### src/hw/rtl/smpm_pkg.sv
// Shared types, constants and codes for the stripe/mirror/partition mapper.
`default_nettype none

package smpm_pkg;

  // Geometry
  localparam int BLOCK_SIZE  = 4096;
  localparam int MEMBERS     = 8;
  localparam int MAX_RESULTS = 64;

  // Field widths
  localparam int OFF_W      = 40;
  localparam int LEN_W      = 18;
  localparam int MOFF_W     = 41;
  localparam int MEMBER_W   = 3;
  localparam int CNT_W      = 4;
  localparam int MASK_W     = 8;
  localparam int STAT_W     = 2;
  localparam int MODE_W     = 2;
  localparam int CFG_IDX_W  = 3;
  localparam int CFG_DATA_W = 40;

  // Derived widths
  localparam int BLK_W  = $clog2(BLOCK_SIZE);
  localparam int DIV_W  = OFF_W - BLK_W;
  localparam int ROW_W  = MOFF_W - BLK_W;
  localparam int SEG_W  = $clog2(MAX_RESULTS);
  localparam int STEP_W = $clog2(DIV_W + 1);

  // Mode register bits
  localparam int MODE_MIRROR_BIT = 0;
  localparam int MODE_STRIPE_BIT = 1;

  // Result status codes
  localparam logic [STAT_W-1:0] ST_OK         = 2'd0;
  localparam logic [STAT_W-1:0] ST_EMPTY      = 2'd1;
  localparam logic [STAT_W-1:0] ST_NO_MEMBER  = 2'd2;
  localparam logic [STAT_W-1:0] ST_BAD_STRIPE = 2'd3;

  typedef enum logic [CFG_IDX_W-1:0] {
    CFG_MODE         = 3'd0,
    CFG_MEMBER_COUNT = 3'd1,
    CFG_VALID_MASK   = 3'd2,
    CFG_TOTAL_SIZE   = 3'd3,
    CFG_BASE_OFFSET  = 3'd4
  } cfg_idx_e;

  typedef enum logic [1:0] {
    PLAN_STATUS,
    PLAN_SINGLE,
    PLAN_MIRROR,
    PLAN_STRIPE
  } plan_e;

  typedef struct packed {
    logic             is_write;
    logic [OFF_W-1:0] request_offset;
    logic [LEN_W-1:0] request_length;
  } req_t;

  typedef struct packed {
    logic [MEMBER_W-1:0] member_index;
    logic [MOFF_W-1:0]   member_offset;
    logic [LEN_W-1:0]    segment_length;
    logic [STAT_W-1:0]   status;
    logic                last;
  } res_t;

  // Controller to datapath
  typedef struct packed {
    logic load;      // latch the request beat
    logic classify;  // register the plan and initialise the walk
    logic emit;      // load the output register with the current segment
    logic step;      // advance the walk position
  } cmd_t;

  // Datapath to controller
  typedef struct packed {
    plan_e plan_next;
    logic  div_done;
    logic  cand_valid;
    logic  cand_last;
  } sts_t;

endpackage

`default_nettype wire

### src/hw/rtl/smpm_div.sv
// Bit-serial divider: block number by member count, one quotient bit a cycle.
`default_nettype none

module smpm_div (
  input  logic                          clk_i,
  input  logic                          rst_ni,
  input  logic                          start_i,
  input  logic [smpm_pkg::DIV_W-1:0]    dividend_i,
  input  logic [smpm_pkg::CNT_W-1:0]    divisor_i,
  output logic                          done_o,
  output logic [smpm_pkg::DIV_W-1:0]    quot_o,
  output logic [smpm_pkg::MEMBER_W-1:0] rem_o
);
  import smpm_pkg::*;

  logic                busy_q;
  logic                done_q;
  logic [STEP_W-1:0]   step_q;
  logic [DIV_W-1:0]    dq_q;
  logic [MEMBER_W-1:0] rem_q;
  logic [CNT_W-1:0]    trial;
  logic                ge;

  // Partial remainder stays below the divisor, so it fits the member width
  assign trial = {rem_q, dq_q[DIV_W-1]};
  assign ge    = (trial >= divisor_i);

  always_ff @(posedge clk_i or negedge rst_ni) begin
    if (!rst_ni) begin
      busy_q <= 1'b0;
      done_q <= 1'b0;
      step_q <= '0;
    end else begin
      done_q <= 1'b0;
      if (start_i) begin
        busy_q <= 1'b1;
        step_q <= STEP_W'(DIV_W);
      end else if (busy_q) begin
        step_q <= step_q - STEP_W'(1);
        if (step_q == STEP_W'(1)) begin
          busy_q <= 1'b0;
          done_q <= 1'b1;
        end
      end
    end
  end

  always_ff @(posedge clk_i) begin
    if (start_i) begin
      dq_q  <= dividend_i;
      rem_q <= '0;
    end else if (busy_q) begin
      dq_q  <= {dq_q[DIV_W-2:0], ge};
      rem_q <= ge ? MEMBER_W'(trial - divisor_i) : MEMBER_W'(trial);
    end
  end

  assign done_o = done_q;
  assign quot_o = dq_q;
  assign rem_o  = rem_q;

endmodule

`default_nettype wire

### src/hw/rtl/smpm_dpath.sv
// Datapath: configuration registers, request checks, walk position and result register.
`default_nettype none

module smpm_dpath (
  input  logic                            clk_i,
  input  logic                            rst_ni,
  input  logic                            cfg_we_i,
  input  logic [smpm_pkg::CFG_IDX_W-1:0]  cfg_idx_i,
  input  logic [smpm_pkg::CFG_DATA_W-1:0] cfg_wdata_i,
  input  smpm_pkg::req_t                  req_i,
  input  smpm_pkg::cmd_t                  cmd_i,
  output smpm_pkg::sts_t                  sts_o,
  output smpm_pkg::res_t                  res_o
);
  import smpm_pkg::*;

  // Configuration
  logic [MODE_W-1:0]  mode_q;
  logic [CNT_W-1:0]   count_q;
  logic [MASK_W-1:0]  valid_q;
  logic [OFF_W-1:0]   size_q;
  logic [OFF_W-1:0]   base_q;

  // Request and walk
  req_t                req_q;
  plan_e               plan_q;
  logic [STAT_W-1:0]   stat_q;
  logic [LEN_W-1:0]    len_q;
  logic [MEMBER_W-1:0] mem_q;
  logic [ROW_W-1:0]    row_q;
  logic [BLK_W-1:0]    within_q;
  logic [SEG_W-1:0]    seg_q;
  logic [MASK_W-1:0]   vmask_q;
  logic [MOFF_W-1:0]   sum_q;
  res_t                out_q;

  // Combinational
  logic [CNT_W-1:0]    cnt;
  logic [MEMBER_W-1:0] cnt_m1;
  logic [MASK_W-1:0]   use_mask;
  logic [MASK_W-1:0]   vin;
  logic [MEMBER_W-1:0] first_m;
  logic                past_end;
  logic [OFF_W-1:0]    room;
  logic [LEN_W-1:0]    n_clip;
  logic                clip_empty;
  plan_e               plan_d;
  logic [STAT_W-1:0]   stat_d;
  logic [LEN_W-1:0]    len_d;
  logic [MEMBER_W-1:0] mem_d;
  logic [BLK_W:0]      blk_room;
  logic [LEN_W-1:0]    chunk;
  logic [MASK_W-1:0]   vhi;
  res_t                cand;
  logic                cand_valid;
  logic                cand_last;
  logic                div_done;
  logic [DIV_W-1:0]    div_quot;
  logic [MEMBER_W-1:0] div_rem;

  always_ff @(posedge clk_i or negedge rst_ni) begin
    if (!rst_ni) begin
      mode_q  <= '0;
      count_q <= CNT_W'(1);
      valid_q <= '1;
      size_q  <= '0;
      base_q  <= '0;
    end else if (cfg_we_i) begin
      unique case (cfg_idx_i)
        CFG_MODE:         mode_q  <= cfg_wdata_i[MODE_W-1:0];
        CFG_MEMBER_COUNT: count_q <= cfg_wdata_i[CNT_W-1:0];
        CFG_VALID_MASK:   valid_q <= cfg_wdata_i[MASK_W-1:0];
        CFG_TOTAL_SIZE:   size_q  <= cfg_wdata_i[OFF_W-1:0];
        CFG_BASE_OFFSET:  base_q  <= cfg_wdata_i[OFF_W-1:0];
        default: ;
      endcase
    end
  end

  // Members in use: zero counts as one, clamp at the member limit
  always_comb begin
    if (count_q == '0) begin
      cnt = CNT_W'(1);
    end else if (count_q > CNT_W'(MEMBERS)) begin
      cnt = CNT_W'(MEMBERS);
    end else begin
      cnt = count_q;
    end
  end
  assign cnt_m1 = MEMBER_W'(cnt - CNT_W'(1));

  always_comb begin
    for (int i = 0; i < MASK_W; i++) begin
      use_mask[i] = (CNT_W'(i) < cnt);
    end
  end
  assign vin = valid_q & use_mask;

  always_comb begin
    first_m = '0;
    for (int i = MASK_W - 1; i >= 0; i--) begin
      if (vin[i]) begin
        first_m = MEMBER_W'(i);
      end
    end
  end

  // Clip against the device size
  assign past_end   = (req_q.request_offset >= size_q);
  assign room       = size_q - req_q.request_offset;
  assign n_clip     = (room < OFF_W'(req_q.request_length)) ? room[LEN_W-1:0]
                                                            : req_q.request_length;
  assign clip_empty = past_end || (n_clip == '0);

  always_comb begin
    plan_d = PLAN_STATUS;
    stat_d = ST_EMPTY;
    len_d  = n_clip;
    mem_d  = '0;
    if (mode_q[MODE_STRIPE_BIT]) begin
      if (req_q.is_write) begin
        if (req_q.request_length != '0) begin
          plan_d = PLAN_STRIPE;
          len_d  = req_q.request_length;
        end
      end else if (!clip_empty) begin
        plan_d = PLAN_STRIPE;
      end
    end else if (mode_q[MODE_MIRROR_BIT]) begin
      if (vin == '0) begin
        stat_d = ST_NO_MEMBER;
      end else if (!req_q.is_write) begin
        if (!clip_empty) begin
          plan_d = PLAN_SINGLE;
          mem_d  = first_m;
        end
      end else if (req_q.request_length != '0) begin
        plan_d = PLAN_MIRROR;
        len_d  = req_q.request_length;
      end
    end else if (!clip_empty) begin
      plan_d = PLAN_SINGLE;
    end
  end

  smpm_div u_div (
    .clk_i      (clk_i),
    .rst_ni     (rst_ni),
    .start_i    (cmd_i.classify && (plan_d == PLAN_STRIPE)),
    .dividend_i (req_q.request_offset[OFF_W-1:BLK_W]),
    .divisor_i  (cnt),
    .done_o     (div_done),
    .quot_o     (div_quot),
    .rem_o      (div_rem)
  );

  // Segment at the current walk position
  assign blk_room = (BLK_W+1)'(BLOCK_SIZE) - {1'b0, within_q};
  assign chunk    = (len_q < LEN_W'(blk_room)) ? len_q : LEN_W'(blk_room);
  assign vhi      = vmask_q >> mem_q;

  always_comb begin
    cand       = '0;
    cand.last  = 1'b1;
    cand_valid = 1'b1;
    cand_last  = 1'b1;
    case (plan_q)
      PLAN_STATUS: begin
        cand.status = stat_q;
      end
      PLAN_SINGLE: begin
        cand.member_index   = mem_q;
        cand.member_offset  = sum_q;
        cand.segment_length = len_q;
        cand.status         = ST_OK;
      end
      PLAN_MIRROR: begin
        cand_valid          = vmask_q[mem_q];
        cand_last           = ((vhi >> 1) == '0);
        cand.member_index   = mem_q;
        cand.member_offset  = sum_q;
        cand.segment_length = len_q;
        cand.status         = ST_OK;
        cand.last           = cand_last;
      end
      default: begin
        cand.member_index  = mem_q;
        cand.member_offset = {row_q, within_q};
        if (req_q.is_write && !valid_q[mem_q]) begin
          cand.status = ST_BAD_STRIPE;
        end else begin
          cand_last           = (len_q <= LEN_W'(blk_room)) ||
                                (seg_q == SEG_W'(MAX_RESULTS - 1));
          cand.segment_length = chunk;
          cand.status         = ST_OK;
          cand.last           = cand_last;
        end
      end
    endcase
  end

  always_ff @(posedge clk_i) begin
    if (cmd_i.load) begin
      req_q <= req_i;
    end
    if (cmd_i.emit) begin
      out_q <= cand;
    end
    if (cmd_i.classify) begin
      plan_q   <= plan_d;
      stat_q   <= stat_d;
      len_q    <= len_d;
      mem_q    <= mem_d;
      vmask_q  <= vin;
      sum_q    <= MOFF_W'(req_q.request_offset) + MOFF_W'(base_q);
      within_q <= req_q.request_offset[BLK_W-1:0];
      seg_q    <= '0;
    end else if (div_done) begin
      mem_q <= div_rem;
      row_q <= ROW_W'(div_quot);
    end else if (cmd_i.step) begin
      case (plan_q)
        PLAN_MIRROR: begin
          mem_q <= mem_q + MEMBER_W'(1);
        end
        PLAN_STRIPE: begin
          len_q    <= len_q - chunk;
          within_q <= '0;
          seg_q    <= seg_q + SEG_W'(1);
          if (mem_q == cnt_m1) begin
            mem_q <= '0;
            row_q <= row_q + ROW_W'(1);
          end else begin
            mem_q <= mem_q + MEMBER_W'(1);
          end
        end
        default: ;
      endcase
    end
  end

  assign sts_o.plan_next  = plan_d;
  assign sts_o.div_done   = div_done;
  assign sts_o.cand_valid = cand_valid;
  assign sts_o.cand_last  = cand_last;
  assign res_o            = out_q;

endmodule

`default_nettype wire

### src/hw/rtl/smpm_ctrl.sv
// Controller: sequences request intake, classification, division and the segment walk.
`default_nettype none

module smpm_ctrl (
  input  logic           clk_i,
  input  logic           rst_ni,
  input  logic           in_valid_i,
  output logic           in_stall_o,
  output logic           out_valid_o,
  input  logic           out_stall_i,
  input  smpm_pkg::sts_t sts_i,
  output smpm_pkg::cmd_t cmd_o
);
  import smpm_pkg::*;

  typedef enum logic [1:0] {
    ST_IDLE,
    ST_CLASSIFY,
    ST_DIV,
    ST_WALK
  } state_e;

  state_e state_q;
  logic   out_valid_q;
  logic   slot_free;

  assign slot_free = !out_valid_q || !out_stall_i;

  always_comb begin
    cmd_o          = '0;
    cmd_o.load     = (state_q == ST_IDLE) && in_valid_i;
    cmd_o.classify = (state_q == ST_CLASSIFY);
    if (state_q == ST_WALK && slot_free) begin
      cmd_o.emit = sts_i.cand_valid;
      cmd_o.step = 1'b1;
    end
  end

  always_ff @(posedge clk_i or negedge rst_ni) begin
    if (!rst_ni) begin
      state_q     <= ST_IDLE;
      out_valid_q <= 1'b0;
    end else begin
      if (cmd_o.emit) begin
        out_valid_q <= 1'b1;
      end else if (!out_stall_i) begin
        out_valid_q <= 1'b0;
      end
      unique case (state_q)
        ST_IDLE: begin
          if (in_valid_i) begin
            state_q <= ST_CLASSIFY;
          end
        end
        ST_CLASSIFY: begin
          state_q <= (sts_i.plan_next == PLAN_STRIPE) ? ST_DIV : ST_WALK;
        end
        ST_DIV: begin
          if (sts_i.div_done) begin
            state_q <= ST_WALK;
          end
        end
        ST_WALK: begin
          if (cmd_o.emit && sts_i.cand_last) begin
            state_q <= ST_IDLE;
          end
        end
        default: state_q <= ST_IDLE;
      endcase
    end
  end

  assign in_stall_o  = (state_q != ST_IDLE);
  assign out_valid_o = out_valid_q;

endmodule

`default_nettype wire

### src/hw/rtl/stripe_mirror_partition_mapper.sv
// Top level of the stripe/mirror/partition address mapper.
`default_nettype none

// Maps one virtual-device request beat (read/write, byte offset, length) onto
// a run of member segment beats. Partition mode clips to the device size and
// adds the base offset on member 0; mirror reads go to the first valid member,
// mirror writes to every valid member in use (unclipped); interleave deals the
// request out in 4 KiB blocks round-robin over the members, clipping reads to
// the device size and stopping a write with an error beat when it reaches an
// invalid member. Empty requests, clipped requests that start beyond the end
// and memberless mirror requests give one status beat. Timing: one request at
// a time. A request beat is taken, then classified; interleave requests then
// pass through the bit-serial divider (28 quotient bits, then row and member
// are handed to the walk); after that the walk produces one segment per cycle
// unless the output side stalls (mirror writes step through each member up to
// the highest valid one and emit only for valid ones). The next request beat
// is taken as soon as the last segment has been loaded into the output
// register, while it may still be waiting to be taken. Configuration must
// only be written while idle.
module stripe_mirror_partition_mapper (
  input  logic                            clk_i,
  input  logic                            rst_ni,
  input  logic                            cfg_we_i,
  input  logic [smpm_pkg::CFG_IDX_W-1:0]  cfg_idx_i,
  input  logic [smpm_pkg::CFG_DATA_W-1:0] cfg_wdata_i,
  input  logic                            in_valid_i,
  output logic                            in_stall_o,
  input  smpm_pkg::req_t                  in_data_i,
  output logic                            out_valid_o,
  input  logic                            out_stall_i,
  output smpm_pkg::res_t                  out_data_o
);
  import smpm_pkg::*;

  cmd_t cmd;
  sts_t sts;

  // Sequencing: intake, classify, divide, walk
  smpm_ctrl u_ctrl (
    .clk_i       (clk_i),
    .rst_ni      (rst_ni),
    .in_valid_i  (in_valid_i),
    .in_stall_o  (in_stall_o),
    .out_valid_o (out_valid_o),
    .out_stall_i (out_stall_i),
    .sts_i       (sts),
    .cmd_o       (cmd)
  );

  // Arithmetic, configuration and the output register
  smpm_dpath u_dpath (
    .clk_i       (clk_i),
    .rst_ni      (rst_ni),
    .cfg_we_i    (cfg_we_i),
    .cfg_idx_i   (cfg_idx_i),
    .cfg_wdata_i (cfg_wdata_i),
    .req_i       (in_data_i),
    .cmd_i       (cmd),
    .sts_o       (sts),
    .res_o       (out_data_o)
  );

`ifndef SYNTHESIS
  // An accepted request closes the input until its last segment is in the output register
  a_intake_closes : assert property (@(posedge clk_i) disable iff (!rst_ni)
    in_valid_i && !in_stall_o |=> in_stall_o)
    else $error("input taken again straight after a request beat");

  // Every error or status beat ends its request
  a_status_last : assert property (@(posedge clk_i) disable iff (!rst_ni)
    out_valid_o && (out_data_o.status != ST_OK) |-> out_data_o.last)
    else $error("status beat without last");

  // Status beats carry no bytes
  a_status_empty : assert property (@(posedge clk_i) disable iff (!rst_ni)
    out_valid_o && (out_data_o.status != ST_OK) |-> out_data_o.segment_length == '0)
    else $error("status beat with a non-zero length");
`endif

endmodule

`default_nettype wire
### config.mk
export PLATFORM = sky130hd
export DESIGN_NAME = stripe_mirror_partition_mapper
export DESIGN_NICKNAME = d
export VERILOG_FILES = /design/src/hw/rtl/smpm_pkg.sv /design/src/hw/rtl/smpm_div.sv /design/src/hw/rtl/smpm_dpath.sv /design/src/hw/rtl/smpm_ctrl.sv /design/src/hw/rtl/stripe_mirror_partition_mapper.sv
export SDC_FILE = /design/constraint.sdc
export NUM_CORES = 1
export LEC_CHECK = 0
export ABC_AREA = 1
export BUFFER_PORTS_ARGS = -buffer_cell sky130_fd_sc_hd__buf_2
export CAP_MARGIN = 20
export CORE_MARGIN = 2
export CORE_UTILIZATION = 51
export DETAILED_ROUTE_END_ITERATION = 12
export GPL_ROUTABILITY_DRIVEN = 0
export GPL_TIMING_DRIVEN = 0
export PLACE_DENSITY = 0.69
export SYNTH_ARGS = -nofsm -noshare
export SYNTH_HDL_FRONTEND = slang
export SYNTH_SLANG_ARGS = --single-unit
### constraint.sdc
create_clock -name clk_i -period 9.2 [get_ports clk_i]
set_clock_uncertainty 0.2 [all_clocks]
set_input_delay 1.38 -clock clk_i [delete_from_list [all_inputs] [get_ports clk_i]]
set_output_delay 1.38 -clock clk_i [all_outputs]
set_load 0.02 [all_outputs]
Word level (Yosys, flattened, before mapping)
Cells that the tools add are included.
{ "word_totals": {"output_inout_bits": 67, "reg_bits": 380} }
{ "classes": {"bitwise": 4, "magnitude_cmp": 15, "muxes": 79, "shift": 1, "reduce_logical": 41, "n_addsub": 10, "eq_ne": 19} }
{ "ops": {"columns": ["op", "count"], "rows": [
  ["18-bit two-way mux", 12],
  ["62-bit case mux with 2 select lines", 1],
  ["29-bit two-way mux", 3],
  ["28-bit two-way mux", 3],
  ["3-bit two-way mux", 18],
  ["12-bit two-way mux", 4],
  ["40-bit by 40-bit adder with 41-bit output", 1],
  ["40-bit greater-or-equal comparator", 1],
  ["40-bit by 18-bit less-than comparator with 1-bit output", 1],
  ["40-bit subtractor", 1],
  ["29-bit by 1-bit adder with 29-bit output, second input constant", 1],
  ["2-bit two-way mux", 14],
  ["18-bit by 13-bit <= comparator with 1-bit output", 1],
  ["18-bit zero test", 1],
  ["18-bit by 13-bit less-than comparator with 1-bit output", 1],
  ["18-bit nonzero test", 1],
  ["18-bit subtractor", 1],
  ["8-bit zero test", 2],
  ["3-bit by 4-bit less-than comparator with 1-bit output, first input constant", 4],
  ["1-bit two-way mux", 14],
  ["2-bit nonzero test", 7],
  ["13-bit by 12-bit subtractor with 13-bit output, first input constant", 1],
  ["2-bit AND reduction", 6],
  ["2-bit == test, second input constant", 5],
  ["other kinds (40)", 65]
]} }

Depth between registers and ports, before layout
Gate-level depths: netlist of the first run.
{ "logic_depth": {"word_depth": 19, "ltp_mapped": 38, "mapped_depth_nobuf": 37} }

Hierarchy
A second synthesis of the first run with hierarchy kept.
{ "unflattened": {"cells_unflattened": 2863, "area_unflattened_um2": 23359.9} }
{ "modules_own_cells": {"columns": ["mod", "seq_area_each_um2", "n_inst", "cells_each", "area_per_inst_um2"], "rows": [
  ["smpm_dpath", 9660.5, 1, 2635, 21297.9],
  ["smpm_div", 1076.0, 1, 190, 1790.5],
  ["smpm_ctrl", 75.1, 1, 38, 271.5]
]} }

Worst setup path after synthesis of the first run
Ideal clock, no wire load.
{ "synth_timing": {"kind": "input to register", "from": "input out_stall_i", "to": "register u_ctrl.state_q[0]", "path_stages": 8, "arrival_ns": 5.363, "setup_slack_ns": 3.509, "path_cell_list": "inv_1 o21ai_0 a21oi_1 nand2_1 nand2_1 inv_1 nor4_1 a21oi_1"} }
{ "synth_lines": {"columns": ["element", "line_no", "source"], "rows": [
  ["start: declaration", "stripe_mirror_partition_mapper.sv:30", "input logic out_stall_i,"],
  ["end signal: assignment", "smpm_ctrl.sv:56", "state_q <= (sts_i.plan_next == PLAN_STRIPE) ? ST_DIV : ST_WALK;"],
  ["end: declaration", "smpm_ctrl.sv:23", "state_e state_q;"]
]} }

Worst setup path after layout of the first run
{ "layout_timing": {"from": "register u_dpath.within_q[0]", "to": "register u_dpath.len_q[17], data pin"} }
{ "layout_between": {"elab_chain_len": 8} }
{ "layout_rtl": {"columns": ["element", "line_no", "source"], "rows": [
  ["start: declaration", "smpm_dpath.sv:31", "logic [BLK_W-1:0] within_q;"],
  ["start signal: assignment", "smpm_dpath.sv:216", "within_q <= req_q.request_offset[BLK_W-1:0];"],
  ["13-bit by 12-bit subtractor with 13-bit output (*)", "smpm_dpath.sv:158", "assign blk_room = (BLK_W+1)'(BLOCK_SIZE) - {1'b0, within_q};"],
  ["18-bit by 13-bit less-than comparator with 1-bit output", "smpm_dpath.sv:159", "assign chunk = (len_q < LEN_W'(blk_room)) ? len_q : LEN_W'(blk_room);"],
  ["18-bit two-way mux (*)", "smpm_dpath.sv:159", null],
  ["18-bit subtractor (*)", "smpm_dpath.sv:227", "len_q <= len_q - chunk;"],
  ["18-bit two-way mux (*)", "smpm_dpath.sv:222", "case (plan_q)"],
  ["18-bit two-way mux (*)", "smpm_dpath.sv:221", "end else if (cmd_i.step) begin"],
  ["18-bit two-way mux (*)", "smpm_dpath.sv:218", "end else if (div_done) begin"],
  ["18-bit two-way mux (*)", "smpm_dpath.sv:209", "if (cmd_i.classify) begin"],
  ["end signal: assignment", "smpm_dpath.sv:212", "len_q <= len_d;"],
  ["end signal: assignment", "smpm_dpath.sv:227", null],
  ["end: declaration", "smpm_dpath.sv:28", "logic [LEN_W-1:0] len_q;"]
]} }
Every way passes the cells marked *; elsewhere a longest branch is shown, timed or not. The select of a mux whose other input is x is not followed.
A chain may end at the register's enable or synchronous reset.

==> results of run 1 <==
## power groups by stage
stage	sequential [mW]	combinational, mW	clock, mW
4_1_cts	2.00	0.965	1.79
5_1_grt	2.01	1.11	1.86
6_report	2.00	0.984	1.77
3_3_place_gp	2.03	0.932	0
3_5_place_dp	2.03	0.959	0
2_1_floorplan	2.00	0.688	0
## sequential cells by signal, indices dropped and copies added, names as in the netlist, 2 cells and up
| name | count |
|---|---|
| u_dpath.valid_q | 8 |
| u_dpath.sum_q | 41 |
| u_dpath.req_q | 59 |
| u_dpath.base_q | 40 |
| u_ctrl.state_q | 2 |
| u_dpath.vmask_q | 8 |
| u_dpath.seg_q | 6 |
| u_dpath.plan_q | 2 |
| u_dpath.row_q | 29 |
| u_dpath.within_q | 12 |
| u_dpath.u_div.quot_o | 28 |
| u_dpath.count_q | 4 |
| u_dpath.size_q | 40 |
| u_dpath.u_div.rem_o | 3 |
| u_dpath.u_div.step_q | 5 |
| u_dpath.len_q | 18 |
| u_dpath.mem_q | 3 |
| u_dpath.res_o | 65 |
| u_dpath.mode_q | 2 |
| u_dpath.stat_q | 2 |
## kinds of logic after synthesis
kind of cell	after synthesis	synth area share, %
adder cells (fa/ha/maj)	149	8.210
flip-flops	380	46.86
buffers and inverters	497	8.465
XOR/XNOR	83	3.151
AND/OR/NAND/NOR	1160	21.39
AO/OA/AOI/OAI	495	11.93
## through the flow
stage                     instances  hold slack [ps]  utilization, %
after floorplan                2764            246.2               -
after global placement         3529            263.2           55.57
after detailed placement       3539            274.2           55.96
after CTS                      3615            286.2           59.18
after global routing           3616            305.2           59.24
final                          3616            284.5           59.24
## synthesized netlist by cell type (all sizes together) (18+ instances only)
master	number	area share [%]
nand2	703	12
inv	426	6.9
o21ai	290	6.6
edfxtp	267	35
nor2	203	3.5
nand3	164	3.8
ha	145	7.9
a21oi	124	2.7
dfrtp	95	10
xor2	58	2.2
clkbuf	50	0.81
nor3	42	0.95
xnor2	25	0.95
nand4	20	0.54
buf	18	0.67
## worst max path at each step
stage | to | slack [ps] | depth (start not counted)
final | u_dpath.len_q[17] | 2160 | 34
after CTS | u_dpath.len_q[17] | 2300 | 34
after global placement | u_dpath.row_q[23] | 1290 | 4
after floorplan | u_ctrl.state_q[0] | 3510 | 8
after global routing | u_dpath.len_q[17] | 1670 | 34
after detailed placement | u_dpath.len_q[17] | 2330 | 34
## worst register-to-register path, delay by kind of cell, from the launching register on
family                   cells  cell delay (ps)
AND/OR/NAND/NOR             16             2420
XOR/XNOR                     2              400
flip-flops                   1              450
AO/OA/AOI/OAI               10             1980
adder cells (fa/ha/maj)      2              670
buffers and inverters        4              650
## per-layer routing
metal | share of wire (%) | vias to the layer above
li1 | - | 9611
met1 | 44 | 9248
met2 | 43 | 958
met3 | 9.0 | 149
met4 | 3.7 | 0
met5 | 0 | -
## area by class of cell
class | count | area (sq um)
fillers | 3927 | 18100
flip-flops and latches | 380 | 10810
multi-input cells | 1887 | 10330
inverters | 429 | 1610
clock buffers | 49 | 1066
repair buffers | 184 | 1049
well taps | 592 | 740.7
clock inverters | 27 | 362.8
plain buffers | 68 | 342.8
==> key figures, run 1 <==
Yosys
  • Synth cell types: 60
  • Mapped cell area: about 23000 sq um
  • Syn nets: between 3000 and 4000
  • Yosys reg bits: 380
  • Post-synth top flop: edfxtp_1
  • Syn Inst Count: about 2800
  • Synth Warn #: 0
  • Register area share after synthesis: 46.86%
  • Synth Area per Inst: approximately 8.3 sq um
  • EDFF count, synth: ~270
  • Async SR Flop Fraction: a little over a quarter

Clocking
  • Root Buffer Master: clkbuf_16
  • CTS buffer count: 41
  • Number of hold buffers added after CTS: 0
  • Postcts setup bufs: 0
  • Clock Path Buffers: 3
  • Clock slew at reported path FFs: about 60 ps
  • CTS tree: done
  • CTS resizes: 0
  • CTS sink cnt: 380
  • CTS H-tree depth: 2
  • Clk Latency, worst-skew pair: a little under 600 ps

Floorplan
  • Die area: around 47000 sq um
  • Die Width: about 220 um
  • I/O pin count: 174
  • Core area: 44410 sq um
  • Starting density of the core: 51.95%
  • Num rows: 77
  • Die Height: around 220 um

Power and ir drop
  • Max VDD drop: approximately 0.00013 V
  • Power, Total: roughly 4.8 mW
  • Sw power: 1.442 mW
  • Int Pwr: 3.313 mW
  • Sw Share: 30.33%
  • Reg power frac: between 40% and 50%
  • Clock power frac: a little under two fifths
  • Logic pwr share: between 20% and 30%
  • P_leak: 12.42 nW
  • Cell Pwr Density: 180.7 nW/um^2

Worst setup path
  • Reg-to-reg setup timing slack: around 2200 ps
  • Critical path fanouts, max: 10
  • Most used cell, CP: nand2_1
  • Worst Setup End Kind: register
  • Data required, critical path: ~9300 ps
  • Critical path buffers and inverters: 4
  • CP Class: register to register
  • Worst setup SP type: register
  • CP top delay family: simple AND/OR/NAND/NOR gates
  • RR Startpoint: u_dpath.within_q[0]
  • Worst path slowest cell: o2111ai_1
  • R2R cell count: 34
  • Reg-to-Reg End: u_dpath.len_q[17]
  • Launch point of the worst path: u_dpath.within_q[0]
  • Arrival time of the worst setup path: 7190 ps
  • Max incr delay on CP: around 580 ps

Global route
  • Vias in the first global route: 19000
  • Largest net degree at the start of global routing: 65
  • Most crowded layer after global routing: met2
  • Initial antenna violation count: 0
  • Tot GR Track Use: between 20% and 30%
  • GRT overflow: 0
  • GR Util met2: 43.29%
  • Grt met3 use: 4.884%
  • Global-route wire length before repair: 103400 um
  • GRT met1 Usage: about two fifths

Finish
  • Commonest non-fill, non-tap cell in the layout: nand2_1
  • Fin area: roughly 26000 sq um
  • Share of cells above drive strength 1: 12.30%
  • Most frequent cells in the layout: 673 x nand2_1, 409 x inv_1, 267 x edfxtp_1, 257 x o21ai_0, 191 x nor2_1
  • Inserted Diodes: 0
  • Layout Nets: between 3000 and 4000
  • Area growth syn-to-layout: 14.04%

Hold path
  • Hold Path Depth: 2
  • Hold WC Path Type: register to register
  • Worst hold start: u_dpath.seg_q[5]
  • WHS Endpoint: u_dpath.seg_q[5]

STA
  • Fmax: ~140 MHz
  • Setup-failing EPs final: 0
  • Final cycle utilization of the critical path: about 77%
  • RSZ-0062 raised after global routing: false
  • Final Hold Fails: 0
  • Setup TNS: 0 ps
  • Worst slew pin tran: around 1000 ps
  • Worst rel slew slack: about a third
  • Crit path time final: between 7000 and 8000 ps
  • Final Max Slew Viols: 0
  • Final Worst Setup Slack: ~2200 ps

Placed design
  • Dpl ws: 2333 ps
  • Port Buffers: between 150 and 200
  • Placed cell area: ~25000 sq um
  • HPWL after DPL: roughly 54000 um

Detailed routing
  • Iteration count of the initial detailed-routing pass: 9
  • Via density per instance: 5.522
  • DRC: 0
  • Final WL: around 67000 um
  • Detailed Route Iter0 Violations: 2074
  • Total number of vias: 19970
  • Average wire per standard cell: 18.42 um
  • Post-DRT Antenna Nets: 0

Job
  • Max-capacitance violation count: 0

Outcome
  • Status: completed
Note: power is estimated with default switching activity, not from simulation.
==> run 2: changes to the inputs <==
==> constraint.sdc (replaced) <==
create_clock -name clk_i -period 6.9 [get_ports clk_i]
set_clock_uncertainty 0.2 [all_clocks]
set_input_delay 1.035 -clock clk_i [delete_from_list [all_inputs] [get_ports clk_i]]
set_output_delay 1.035 -clock clk_i [all_outputs]
set_load 0.02 [all_outputs]
==> key figures, run 2 (synthesized netlist as in run 1, its figures left out) <==
Worst setup path
  • CP Class: register to register
  • Data required, critical path: 7040 ps (-2300 ps)
  • Most used cell, CP: nand2_1
  • Worst setup SP type: register
  • Worst Setup End Kind: register
  • Arrival time of the worst setup path: 6550 ps (-640 ps)
  • Critical path fanouts, max: 10 (unchanged)
  • Worst path slowest cell: edfxtp_1
  • Max incr delay on CP: 450 ps (-130 ps)

Floorplan
  • Starting density of the core: 51.95% (unchanged)
  • Core area: 44410 sq um (unchanged)
  • Die Height: 216.7 um (unchanged)
  • Die Width: 216.7 um (unchanged)
  • Die area: 46960 sq um (unchanged)
  • Num rows: 77 (unchanged)
  • I/O pin count: 174 (unchanged)

Detailed routing
  • Total number of vias: 20000 (+0.16%)
  • Detailed Route Iter0 Violations: 2066 (-0.39%)
  • Average wire per standard cell: 18.42 um (about the same)
  • DRC: 0 (unchanged)
  • Iteration count of the initial detailed-routing pass: 8 (-1)
  • Final WL: 66590 um (about the same)
  • Post-DRT Antenna Nets: 0 (unchanged)
  • Via density per instance: 5.530 (+0.16%)

Clocking
  • Number of hold buffers added after CTS: 0 (unchanged)
  • Root Buffer Master: clkbuf_16
  • Clock slew at reported path FFs: 70 ps (about the same)
  • Clock Path Buffers: 3 (unchanged)
  • CTS H-tree depth: 2 (unchanged)
  • Clk Latency, worst-skew pair: 600 ps (+20 ps)
  • CTS resizes: 1 (+1)
  • CTS tree: done
  • CTS buffer count: 41 (unchanged)
  • Postcts setup bufs: 0 (unchanged)
  • CTS sink cnt: 380 (unchanged)

Job
  • Max-capacitance violation count: 0 (unchanged)

STA
  • RSZ-0062 raised after global routing: false
  • Crit path time final: 6408 ps (-636.3 ps)
  • Final Max Slew Viols: 0 (unchanged)
  • Worst slew pin tran: 980.7 ps (-20.54 ps)
  • Final Worst Setup Slack: 492.1 ps (-1664 ps)
  • Final cycle utilization of the critical path: 92.87% (+16 points)
  • Setup-failing EPs final: 0 (unchanged)
  • Fmax: 156.1 MHz (+9.9%)
  • Final Hold Fails: 0 (unchanged)
  • Worst rel slew slack: 33.93% (+1.4 points)

Outcome
  • Status: completed

Finish
  • Inserted Diodes: 0 (unchanged)
  • Fin util: 59.28% (about the same)
  • Area growth syn-to-layout: 14.12% (about the same)
  • Layout Nets: 3247 (unchanged)
  • Most frequent cells in the layout: 673 x nand2_1, 409 x inv_1, 267 x edfxtp_1, 256 x o21ai_0, 191 x nor2_1
  • Largest register FFs: 65 (unchanged)
  • Share of cells above drive strength 1: 12.47% (+0.17 points)
  • Fin area: 26330 sq um (about the same)
  • Commonest non-fill, non-tap cell in the layout: nand2_1

Global route
  • Vias in the first global route: 19010 (+0.068%)
  • GRT overflow: 0 (unchanged)
  • Largest net degree at the start of global routing: 65 (unchanged)
  • Initial antenna violation count: 0 (unchanged)
  • Tot GR Track Use: 28.42% (about the same)
  • Global-route wire length before repair: 103400 um (about the same)

Placed design
  • Placed cell area: 24860 sq um (unchanged)
  • Dpl ws: 33.39 ps (-2300 ps)
  • Port Buffers: 173 (unchanged)
  • HPWL after DPL: 53820 um (unchanged)

Hold path
  • Hold WC Path Type: input pin to async pin

Power and ir drop
  • Cell Pwr Density: 240.9 nW/um^2 (+33%)
  • Max VDD drop: 0.0001775 V (+33%)
  • P_leak: 12.43 nW (about the same)
run 2: cell counts in the layout (fill, tap and decap cells not counted):
Identical to the previous run, type by type.
run 2: final cells by class:
type	count	area, sq um
fillers	3922	18080
flip-flops and latches	380	10810
multi-input cells	1887	10340
inverters	429	1610
clock buffers	49	1066
repair buffers	184	1049
well taps	592	740.7
clock inverters	27	362.8
plain buffers	68	345.3
run 2: path summary, 6_finish.rpt:
check | slack [ps] | endpoint | cells after the start | from
min in group clk_i | 280 | u_dpath.seg_q[5] | 2 | u_dpath.seg_q[5]
worst max register to register | 490 | u_dpath.len_q[17] | 34 | u_dpath.within_q[0]
worst max-delay path | 490 | u_dpath.len_q[17] | 34 | u_dpath.within_q[0]
worst min-delay path | 250 | u_dpath.size_q[13] | 1 | rst_ni
max in group asynchronous | 5520 | u_dpath.size_q[28] | 2 | rst_ni
worst min register to register | 280 | u_dpath.seg_q[5] | 2 | u_dpath.seg_q[5]
run 2: metrics by stage:
step | TNS (ps) | hold slack [ps] | power, mW | cells
2_1_floorplan | 0 | 246.2 | 3.582 | 2764
3_3_place_gp | -29340 | 263.2 | 3.946 | 3529
3_5_place_dp | 0 | 274.2 | 3.986 | 3539
4_1_cts | 0 | 244.1 | 6.339 | 3615
5_1_grt | 0 | 284.2 | 6.628 | 3616
6_report | 0 | 248.4 | 6.343 | 3616
run 2: per-layer routing:
| metal | vias to the layer above | GRT usage [%] | wire [um] |
|---|---|---|---|
| met5 | - | 0 | 0 |
| met4 | 0 | 10.62 | 2522 |
| met3 | 159 | 4.856 | 5854 |
| met2 | 930 | 43.22 | 28650 |
| met1 | 9293 | 40.81 | 29560 |
| li1 | 9616 | - | - |
run 2: critical path: cells and delay by family, from the launching register on:
| kind | cells | cell delay [ps] |
|---|---|---|
| buf+inv | 4 | 530 |
| compound gates | 11 | 1870 |
| fa+ha+maj | 2 | 670 |
| xor+xnor | 2 | 370 |
| flops | 1 | 450 |
| simple gates | 15 | 2070 |
run 2: where the power goes:
part	total [mW]	switching (mW)	internal, mW
Combinational	1.31	0.855	0.458
Clock	2.36	0.975	1.39
Sequential	2.67	0.0951	2.57
